$ cat src/rtl/core/jsv_pkg.sv
// package with phase, status and type codes and the literal spelling tables for the validator
`default_nettype none
package jsv_pkg;

	// parser phases
	localparam logic [3:0] PH_LEAD    = 4'd0;
	localparam logic [3:0] PH_LIT     = 4'd1;
	localparam logic [3:0] PH_SIGN    = 4'd2;
	localparam logic [3:0] PH_ZERO    = 4'd3;
	localparam logic [3:0] PH_INT     = 4'd4;
	localparam logic [3:0] PH_DOT     = 4'd5;
	localparam logic [3:0] PH_FRAC    = 4'd6;
	localparam logic [3:0] PH_EXP     = 4'd7;
	localparam logic [3:0] PH_EXPSIGN = 4'd8;
	localparam logic [3:0] PH_EXPDIG  = 4'd9;
	localparam logic [3:0] PH_TRAIL   = 4'd10;
	localparam logic [3:0] PH_DONE    = 4'd11;

	// result status
	localparam logic [1:0] ST_OK      = 2'd0;
	localparam logic [1:0] ST_EXPECT  = 2'd1;
	localparam logic [1:0] ST_INVALID = 2'd2;
	localparam logic [1:0] ST_ROOT    = 2'd3;

	// value type
	localparam logic [1:0] TY_NULL   = 2'd0;
	localparam logic [1:0] TY_TRUE   = 2'd1;
	localparam logic [1:0] TY_FALSE  = 2'd2;
	localparam logic [1:0] TY_NUMBER = 2'd3;

	// characters
	localparam logic [7:0] CH_NUL   = 8'h00;
	localparam logic [7:0] CH_TAB   = 8'h09;
	localparam logic [7:0] CH_LF    = 8'h0A;
	localparam logic [7:0] CH_CR    = 8'h0D;
	localparam logic [7:0] CH_SPACE = 8'h20;
	localparam logic [7:0] CH_PLUS  = 8'h2B;
	localparam logic [7:0] CH_MINUS = 8'h2D;
	localparam logic [7:0] CH_DOT   = 8'h2E;
	localparam logic [7:0] CH_ZERO  = 8'h30;
	localparam logic [7:0] CH_NINE  = 8'h39;
	localparam logic [7:0] CH_EU    = 8'h45;
	localparam logic [7:0] CH_EL    = 8'h65;
	localparam logic [7:0] CH_N     = 8'h6E;
	localparam logic [7:0] CH_T     = 8'h74;
	localparam logic [7:0] CH_F     = 8'h66;

	// spelled length of a literal
	function automatic logic [2:0] lit_len(input logic [1:0] kind);
		logic [2:0] len;
		len = (kind == TY_FALSE) ? 3'd5 : 3'd4;
		return len;
	endfunction

	// expected byte at a position inside a literal
	function automatic logic [7:0] lit_char(input logic [1:0] kind, input logic [2:0] pos);
		logic [7:0] c;
		c = CH_NUL;
		case (kind)
			TY_NULL: begin
				case (pos)
					3'd0: c = "n";
					3'd1: c = "u";
					3'd2: c = "l";
					3'd3: c = "l";
					default: c = CH_NUL;
				endcase
			end
			TY_TRUE: begin
				case (pos)
					3'd0: c = "t";
					3'd1: c = "r";
					3'd2: c = "u";
					3'd3: c = "e";
					default: c = CH_NUL;
				endcase
			end
			TY_FALSE: begin
				case (pos)
					3'd0: c = "f";
					3'd1: c = "a";
					3'd2: c = "l";
					3'd3: c = "s";
					3'd4: c = "e";
					default: c = CH_NUL;
				endcase
			end
			default: c = CH_NUL;
		endcase
		return c;
	endfunction

endpackage
`default_nettype wire

$ cat src/rtl/core/json_scalar_validator_top.sv
// top level of the json scalar validator: input register, parser state step and result register
`default_nettype none
// Checks one JSON scalar per text. The text arrives one byte per item on the slave
// stream, and a zero byte ends it. Leading and trailing whitespace (space, tab, line
// feed, carriage return) is skipped; in between must stand exactly one of null, true,
// false or a number (optional minus, 0 or a nonzero digit and more digits, optional
// fraction, optional exponent with optional sign). Only the end byte gives a result
// item: status in bits 1:0 (0 ok, 1 expect value, 2 invalid value, 3 root not singular)
// and value type in bits 3:2 (0 null, 1 true, 2 false, 3 number; null unless ok). The
// first fault decides the status and later bytes up to the end byte are ignored. After
// the end byte the parser is back in its reset state. Throughput is one byte per cycle:
// a byte is taken into an input register, the parser state advances in the next cycle
// through a shallow character classifier, and results land in an output register.
// Only an end byte waiting on a full, stalled result register holds the input back.
module json_scalar_validator_top (
	input  wire        clk,
	input  wire        arst_n,
	input  wire        s_axis_tvalid,
	output logic       s_axis_tready,
	input  wire  [7:0] s_axis_tdata,   // ch[7:0]
	output logic       m_axis_tvalid,
	input  wire        m_axis_tready,
	output logic [7:0] m_axis_tdata    // status[1:0], value_type[3:2], zero[7:4]
);
	import jsv_pkg::*;

	// input stage
	logic       valid_s1;
	logic [7:0] ch_s1;

	// parser state
	logic [3:0] phase_q, phase_d;
	logic [2:0] lit_pos_q, lit_pos_d;
	logic [1:0] lit_kind_q, lit_kind_d;
	logic [1:0] held_status_q, held_status_d;
	logic [1:0] held_type_q, held_type_d;

	// result register
	logic       out_valid_q;
	logic [1:0] status_q, res_status;
	logic [1:0] type_q, res_type;

	logic advance;
	logic is_end;
	logic is_ws, is_digit, is_exp;
	logic [1:0] k;
	logic [2:0] p_next;

	assign is_end   = (ch_s1 == CH_NUL);
	assign is_ws    = (ch_s1 == CH_SPACE) || (ch_s1 == CH_TAB) ||
	                  (ch_s1 == CH_LF) || (ch_s1 == CH_CR);
	assign is_digit = (ch_s1 >= CH_ZERO) && (ch_s1 <= CH_NINE);
	assign is_exp   = (ch_s1 == CH_EL) || (ch_s1 == CH_EU);

	// an end byte only moves on when the result register can take its result
	assign advance = valid_s1 && (!is_end || !out_valid_q || m_axis_tready);
	assign s_axis_tready = !valid_s1 || advance;

	// kind code three falls back to null, as the literal tables only know three kinds
	assign k      = (lit_kind_q == TY_NUMBER) ? TY_NULL : lit_kind_q;
	assign p_next = lit_pos_q + 3'd1;

	// one parser step for the byte in the input register
	always_comb begin
		phase_d       = phase_q;
		lit_pos_d     = lit_pos_q;
		lit_kind_d    = lit_kind_q;
		held_status_d = held_status_q;
		held_type_d   = held_type_q;
		res_status    = ST_EXPECT;
		res_type      = TY_NULL;

		if (is_end) begin
			// verdict for the whole text
			unique case (phase_q) inside
				PH_TRAIL, PH_DONE: begin
					res_status = held_status_q;
					res_type   = held_type_q;
				end
				PH_ZERO, PH_INT, PH_FRAC, PH_EXPDIG: begin
					res_status = ST_OK;
					res_type   = TY_NUMBER;
				end
				PH_LIT, PH_SIGN, PH_DOT, PH_EXP, PH_EXPSIGN: begin
					res_status = ST_INVALID;
				end
				default: begin
					res_status = ST_EXPECT;
				end
			endcase
			if (res_status != ST_OK)
				res_type = TY_NULL;
			// back to the reset state
			phase_d       = PH_LEAD;
			lit_pos_d     = 3'd0;
			lit_kind_d    = TY_NULL;
			held_status_d = ST_OK;
			held_type_d   = TY_NULL;
		end else begin
			unique case (phase_q) inside
				PH_LIT: begin
					if ((lit_pos_q < lit_len(k)) && (ch_s1 == lit_char(k, lit_pos_q))) begin
						lit_pos_d = p_next;
						if (p_next >= lit_len(k)) begin
							held_status_d = ST_OK;
							held_type_d   = k;
							phase_d       = PH_TRAIL;
						end
					end else begin
						held_status_d = ST_INVALID;
						held_type_d   = TY_NULL;
						phase_d       = PH_DONE;
					end
				end
				PH_SIGN, PH_DOT, PH_EXPSIGN: begin
					// a digit is mandatory here
					if (phase_q == PH_SIGN && ch_s1 == CH_ZERO)
						phase_d = PH_ZERO;
					else if (is_digit)
						phase_d = (phase_q == PH_SIGN) ? PH_INT :
						          (phase_q == PH_DOT)  ? PH_FRAC : PH_EXPDIG;
					else begin
						held_status_d = ST_INVALID;
						held_type_d   = TY_NULL;
						phase_d       = PH_DONE;
					end
				end
				PH_EXP: begin
					if (ch_s1 == CH_PLUS || ch_s1 == CH_MINUS)
						phase_d = PH_EXPSIGN;
					else if (is_digit)
						phase_d = PH_EXPDIG;
					else begin
						held_status_d = ST_INVALID;
						held_type_d   = TY_NULL;
						phase_d       = PH_DONE;
					end
				end
				PH_ZERO, PH_INT, PH_FRAC, PH_EXPDIG: begin
					if (is_digit && phase_q != PH_ZERO)
						phase_d = phase_q;
					else if (ch_s1 == CH_DOT && (phase_q == PH_ZERO || phase_q == PH_INT))
						phase_d = PH_DOT;
					else if (is_exp && phase_q != PH_EXPDIG)
						phase_d = PH_EXP;
					else begin
						// number is complete, this byte is trailing text
						held_status_d = ST_OK;
						held_type_d   = TY_NUMBER;
						if (is_ws)
							phase_d = PH_TRAIL;
						else begin
							held_status_d = ST_ROOT;
							held_type_d   = TY_NULL;
							phase_d       = PH_DONE;
						end
					end
				end
				PH_TRAIL: begin
					if (!is_ws) begin
						held_status_d = ST_ROOT;
						held_type_d   = TY_NULL;
						phase_d       = PH_DONE;
					end
				end
				PH_DONE: begin
					phase_d = PH_DONE;
				end
				default: begin
					// leading whitespace, also taken for unused codes
					if (is_ws)
						phase_d = PH_LEAD;
					else if (ch_s1 == CH_N || ch_s1 == CH_T || ch_s1 == CH_F) begin
						lit_kind_d = (ch_s1 == CH_N) ? TY_NULL :
						             (ch_s1 == CH_T) ? TY_TRUE : TY_FALSE;
						lit_pos_d  = 3'd1;
						phase_d    = PH_LIT;
					end else if (ch_s1 == CH_MINUS)
						phase_d = PH_SIGN;
					else if (ch_s1 == CH_ZERO)
						phase_d = PH_ZERO;
					else if (is_digit)
						phase_d = PH_INT;
					else begin
						held_status_d = ST_INVALID;
						held_type_d   = TY_NULL;
						phase_d       = PH_DONE;
					end
				end
			endcase
		end
	end

	// input register
	always_ff @(posedge clk or negedge arst_n) begin
		if (!arst_n) begin
			valid_s1 <= 1'b0;
		end else if (s_axis_tready) begin
			valid_s1 <= s_axis_tvalid;
		end
	end

	always_ff @(posedge clk) begin
		if (s_axis_tready && s_axis_tvalid)
			ch_s1 <= s_axis_tdata;
	end

	// parser state
	always_ff @(posedge clk or negedge arst_n) begin
		if (!arst_n) begin
			phase_q       <= PH_LEAD;
			lit_pos_q     <= 3'd0;
			lit_kind_q    <= TY_NULL;
			held_status_q <= ST_OK;
			held_type_q   <= TY_NULL;
		end else if (advance) begin
			phase_q       <= phase_d;
			lit_pos_q     <= lit_pos_d;
			lit_kind_q    <= lit_kind_d;
			held_status_q <= held_status_d;
			held_type_q   <= held_type_d;
		end
	end

	// result register
	always_ff @(posedge clk or negedge arst_n) begin
		if (!arst_n) begin
			out_valid_q <= 1'b0;
		end else if (advance && is_end) begin
			out_valid_q <= 1'b1;
		end else if (m_axis_tready) begin
			out_valid_q <= 1'b0;
		end
	end

	always_ff @(posedge clk) begin
		if (advance && is_end) begin
			status_q <= res_status;
			type_q   <= res_type;
		end
	end

	assign m_axis_tvalid = out_valid_q;
	assign m_axis_tdata  = {4'b0000, type_q, status_q};

	// a failed text never reports a value type
	a_type_null_on_fault: assert property (@(posedge clk) disable iff (!arst_n)
		(out_valid_q && status_q != ST_OK) |-> (type_q == TY_NULL))
		else $error("value type not null on a failed result");

	// an end byte produces a result and leaves the parser in its reset state
	a_end_resets: assert property (@(posedge clk) disable iff (!arst_n)
		(advance && is_end) |=> (out_valid_q && phase_q == PH_LEAD && lit_pos_q == 3'd0))
		else $error("end byte did not give a result or clear the parser");

	// only an end byte ever waits in the input register
	a_stall_only_end: assert property (@(posedge clk) disable iff (!arst_n)
		(valid_s1 && !advance) |-> is_end)
		else $error("non-end byte stalled");

	// inside a literal the position stays within the spelling
	a_lit_pos: assert property (@(posedge clk) disable iff (!arst_n)
		(phase_q == PH_LIT) |-> (lit_pos_q != 3'd0 && lit_pos_q <= 3'd4))
		else $error("literal position out of range");

endmodule
`default_nettype wire

$ cat config.mk
export PLATFORM = sky130hd
export DESIGN_NAME = json_scalar_validator_top
export DESIGN_NICKNAME = d
export VERILOG_FILES = /design/src/rtl/core/jsv_pkg.sv /design/src/rtl/core/json_scalar_validator_top.sv
export SDC_FILE = /design/constraint.sdc
export NUM_CORES = 1
export LEC_CHECK = 0
export BUFFER_PORTS_ARGS = -buffer_cell sky130_fd_sc_hd__buf_4
export CAP_MARGIN = 20
export CORE_MARGIN = 4
export CORE_UTILIZATION = 48
export CTS_CLUSTER_DIAMETER = 200
export DETAILED_ROUTE_END_ITERATION = 10
export GPL_ROUTABILITY_DRIVEN = 0
export MAX_ROUTING_LAYER = met4
export PLACE_DENSITY = 0.66
export SETUP_SLACK_MARGIN = 0.15
export SKIP_CTS_REPAIR_TIMING = 1
export SLEW_MARGIN = 20
export SYNTH_ARGS = -nofsm -noshare
export SYNTH_HDL_FRONTEND = slang
export SYNTH_SLANG_ARGS = --single-unit
$ cat constraint.sdc
create_clock -name clk -period 3.3 [get_ports clk]
set_input_delay 0.99 -clock clk [delete_from_list [all_inputs] [get_ports clk]]
set_output_delay 0.99 -clock clk [all_outputs]
set_load 0.005 [all_outputs]
After elaboration in Yosys (flattened, before gate mapping)
Cells that the tools add are included.

cells by class
  equal/unequal tests = 51
  bitwise logic cells = 1
  mux-type cells = 76
  $lt $le $gt $ge = 4
  reduce and logical (&&, ||, !) cells = 42
  $add $sub $neg = 1

operators with widths
  operator            count
  $mux 2              39
  $mux 4              17
  $eq 8x6->1 const B  5
  $eq 8x7->1 const B  5
  $pmux 7 s5          1
  $pmux 7 s4          1
  $eq 8x4->1 const B  3
  $pmux 2 s6          2
  $pmux 4 s6          1
  $pmux 8 s3          1
  $ne 7x5->1 const B  3
  $pmux 7 s3          1
  $ne 3x3->1 const B  6
  $eq 4x3->1 const B  4
  $eq 4x4->1 const B  4
  $mux 8              2
  $reduce_and 13->1   1
  $mux 3              4
  $logic_or 1x1->1    11
  $reduce_or 11->1    1
  $reduce_or 10->1    1
  $logic_and 1x1->1   9
  $eq 4x2->1 const B  2
  $eq 8x8->1          1
  35 further kinds    50

storage, ports and cells
  output and inout port bits = 10
  word-level logic and storage cells = 185
  register bits after elaboration = 27
  bits of input ports = 12

Longest topological paths before layout
  depth after elaboration = 11
  gate-level depth with buffers = 10
  gate-level depth less buffers = 10

Least setup slack after synthesis
Ideal clock, no wire load.

  path type = reg-to-reg
  start point = register lit_pos_q[0]
  end point = register held_status_q[1]
  setup time = 0.125 ns
  stages on the path, launching flop included = 11
  period minus slack after synthesis = 2.965 ns
  setup slack = 0.335 ns
  buffers on the path = 0
  data required time = 3.175 ns
  data arrival time = 2.840 ns
  cell sequence = dfrtp_1 inv_1 ha_1 nor4_2 and4b_4 o21ai_2 xnor2_1 or4_4 o31ai_4 nor4_4 mux2_4

between the ends
  longest elaborated chain between the ends = 11
  elaborated cells on any way between the ends = 22
  classes of those cells = 1 x add/sub; 2 x order compare; 6 x eq/ne; 9 x mux; 4 x reduce/logical

RTL lines
  element                    line                                         source
  start: declaration         json_scalar_validator_top.sv:33              logic [2:0] lit_pos_q, lit_pos_d;
  start signal: assignment   json_scalar_validator_top.sv:218             lit_pos_q <= lit_pos_d;
  $eq 3x2->1                 jsv_pkg.sv:61, jsv_pkg.sv:70, jsv_pkg.sv:79
  $reduce_or 2->1 (no line)  --
  $pmux 7 s3                 jsv_pkg.sv:61                                case (pos)
  $pmux 8 s3                 jsv_pkg.sv:59                                case (kind)
  $mux 8                     json_scalar_validator_top.sv:100             unique case (phase_q) inside
  $mux 8                     json_scalar_validator_top.sv:73              if (is_end) begin
  $eq 8x8->1                 json_scalar_validator_top.sv:102             if ((lit_pos_q < lit_len(k)) && (ch_s1 == lit_char(k, lit_pos_q))) begin
  $logic_and 1x1->1          json_scalar_validator_top.sv:102
  $mux 2                     json_scalar_validator_top.sv:102
  $pmux 2 s6                 json_scalar_validator_top.sv:100
  $mux 2                     json_scalar_validator_top.sv:73
  end signal: assignment     json_scalar_validator_top.sv:220             held_status_q <= held_status_d;
  end: declaration           json_scalar_validator_top.sv:35              logic [1:0] held_status_q, held_status_d;

Several ways; a longest one is shown, not always the timed one. The select of a mux whose other input is x is not followed.
A chain may end at the register's enable or synchronous reset.

Worst setup path in the final report
  start point = register lit_pos_q[1]
  end point = register held_status_q[1]

The elaborated chain is that of the path after synthesis.

==> out/qor.yml <==
r2r-start: "lit_pos_q[1]"
ys_seq_area_share_pct: 28.5
p_leak_nw: 1.20
drive_gt1_share_pct: 17.4
drc: 0
reg2reg_depth: 10
setup_viol: 0
final-max-slew-violation-count: 0
core-area_mm2: 0.00517
cts_tree: "built"
grt_max_degree: 25
fillers: 518
min_path_cells: 1
regArea_um2: 737
finClkSkew_ns: 0.00211
crit_path_end: "held_status_q[1]"
met1_length_mm: 3.10
synth_compound_area_share_pct: 26.2
crit_chain: "inv_1, ha_2, nor4_4, and4b_4, o21ai_2, xnor2_1, or4_4, o31ai_4, nor4_4, mux2_4"
synth_edf_count: 12
firstDrtPassIters: 4
highest_layer: "met4"
rr_endpoint: "held_status_q[1]"
cts-buffers-inserted: 3
syn_area_mm2: 0.00258
synthArstFlopShare_pct: 55.6
ys_ff_latch: 27
synth_top_family_by_area: "simple AND/OR/NAND/NOR gates"
max_stage_delay_ns: 0.55
hpwl_mm: 5.06
io_pins: 22
syn_area_per_cell_um2: 8.05
worstSetupPathType: "flop to flop"
die-area_mm2: 0.00662
place_ws_ns: 0.158
hp-class: "flop to flop"
yosysTopAreaCell: "dfrtp_1"
synth_mux_area_share_pct: 3.88
cpMaxStageDelayCell: "or4_4"
wl_per_cell_um: 15.8
worst_pin_slew_ns: 0.544
ys.flop_type: "dfrtp_1"
wl_mm: 6.48
final_antenna_net_count: 0
rows: 26
synth_cells: 321
crit_fanout: 6
final_cell_mix: "nor2_1 (34), buf_4 (34), o21ai_0 (25)"
holdWs_ns: 0.543
min_period_ns: 2.99
fmax_mhz: 334
multi_input_area_mm2: 0.00173
antenna_cells: 0
cts_root_buf: "clkbuf_8"
critPathLaunchType: "flop"
crit_start: "lit_pos_q[1]"
worstHoldStart: "held_type_q[1]"
status: "finished, final reports clean"
final.setup.worst_slack_ns: 0.309
clk_pin_slew_worst_paths_ns: 0.09
initial_core_util_pct: 49.9
drt_iter0_markers: 140
cts_sinks: 27
fin_crit_sh_pct: 90.6
synth_top_cell_area_share_pct: 14.5
yosys_warnings: 0
relSlewSlack_pct: 63.3
critPathMostFrequentCell: "nor4_4"
ir_drop_v: 0.000158
hold_violations: 0
rsz0062_at_grt: "false"
grt_pass1_wl_mm: 11.3
cp.required_ns: 3.46
synthAdderAreaFrac_pct: 5.33
met3_length_um: 342
routed_via_density: 5.89
fp.dieH_um: 81.4
syn_to_final_growth_pct: 12.4
fin_tns_setup_ns: 0
synth_area_leaders: "dfrtp_1 (15%), edfxtp_1 (14%), ha_1 (5.3%)"
crit_path_end_kind: "flop"
synthXorXnorAreaFrac_pct: 1.70
antenna_found_initial: 0
post-route-util_pct: 56.1
fp.dieW_um: 81.4
final_nets: 363
cp.arrival_ns: 3.16
cap_violations: 0
ff2ff_setup_slack_ns: 0.31
synth_cell_types: 70
power_density_mw_per_mm2: 366
grt_pass1_vias: 2249
grtUsageTotal_pct: 22.1
gr-total-overflow: 0
cts.htree.levels: 1
portBuffers: 17
met2_length_mm: 2.97
clk_latency_ns: 0.27
vias: 2409
synth-simple-area-share_pct: 28.4
clk_path_buf_depth: 2
## final cells by class
cell class | count | share of cell area, %
multi-input combinational | 261 | 59.5
sequential | 27 | 25.4
timing repair buffer | 34 | 8.79
tap | 70 | 3.02
inverter | 13 | 1.68
clock buffer | 3 | 1.42
clock inverter | 1 | 0.172
## metrics by stage
step | instance area (um^2) | cells | total power [W]
2_1_floorplan | 2590 | 324 | 0.000743
3_3_place_gp | 2820 | 403 | 0.000846
3_5_place_dp | 2820 | 403 | 0.000857
4_1_cts | 2860 | 407 | 0.00105
5_1_grt | 2900 | 409 | 0.00114
6_report | 2900 | 409 | 0.00106
## power breakdown
part	internal, W	total [W]	switching [W]
Combinational	0.000191	0.000440	0.000249
Clock	0.0000846	0.000188	0.000104
Sequential	0.000381	0.000434	0.0000531
## state kept, by name, summed over array words and instances, names as in the netlist
register / cells
ch_s1: 8
held_status_q: 2
held_type_q: 2
lit_kind_q: 2
lit_pos_q: 3
m_axis_tvalid: 1
phase_q: 4
status_q: 2
type_q: 2
valid_s1: 1
## worst min-delay path by stage
stage	end	slack (ns)
after detailed placement	held_type_q[1]	0.52
after global routing	lit_kind_q[1]	0.56
after floorplan	held_status_q[1]	0.48
after CTS	held_type_q[1]	0.54
final	held_type_q[1]	0.54
after global placement	held_type_q[1]	0.51
## cells by family (layout without fill, tap and decap cells)
kind of cell	Yosys count	count (layout)
flops	27	27
mux	9	9
compound gates	101	101
simple gates	131	131
buf+inv	36	51
fa+ha+maj	11	11
xor+xnor	5	5
other cells	1	4
## layer usage
| layer | vias up | GRT usage [%] |
|---|---|---|
| li1 | 1211 | - |
| met1 | 1121 | 31.4 |
| met2 | 70 | 33.4 |
| met3 | 7 | 2.55 |
| met4 | 0 | 5.74 |
| met5 | - | - |
## synth_stat cells (2+ instances only)
cell type  number
a211oi_1        4
nand2b_1        8
a21oi_1        23
a21o_1          6
nand3_1         8
o311ai_0        3
o21ai_0        25
o221ai_1        2
o21bai_1        3
buf_2           2
a31oi_1         6
o211ai_1        2
a2bb2oi_1       4
inv_1          13
dfrtp_1        15
a221oi_1        2
nor2_1         34
nor2b_1         9
a22oi_1         3
nor3_1          9
nand2_1        24
o21a_1          2
mux2i_1         7
or2_2           5
buf_1           3
buf_4           4
and2_1          4
nand4b_1        2
edfxtp_1       12
xnor2_1         4
a21boi_0        2
clkbuf_1       14
mux2_4          2
or3_1           5
ha_1           11
o31ai_1         2
nor3b_1         4
## worst max-delay path, delay by kind of cell, from the launching register on
family | cells | cell delay, ns
AO/OA/AOI/OAI | 2 | 0.47
multiplexers | 1 | 0.32
AND/OR/NAND/NOR | 4 | 1.26
flip-flops | 1 | 0.43
adder cells (fa/ha/maj) | 1 | 0.23
buffers and inverters | 1 | 0.10
XOR/XNOR | 1 | 0.08
(Power assumes the default switching activity.)
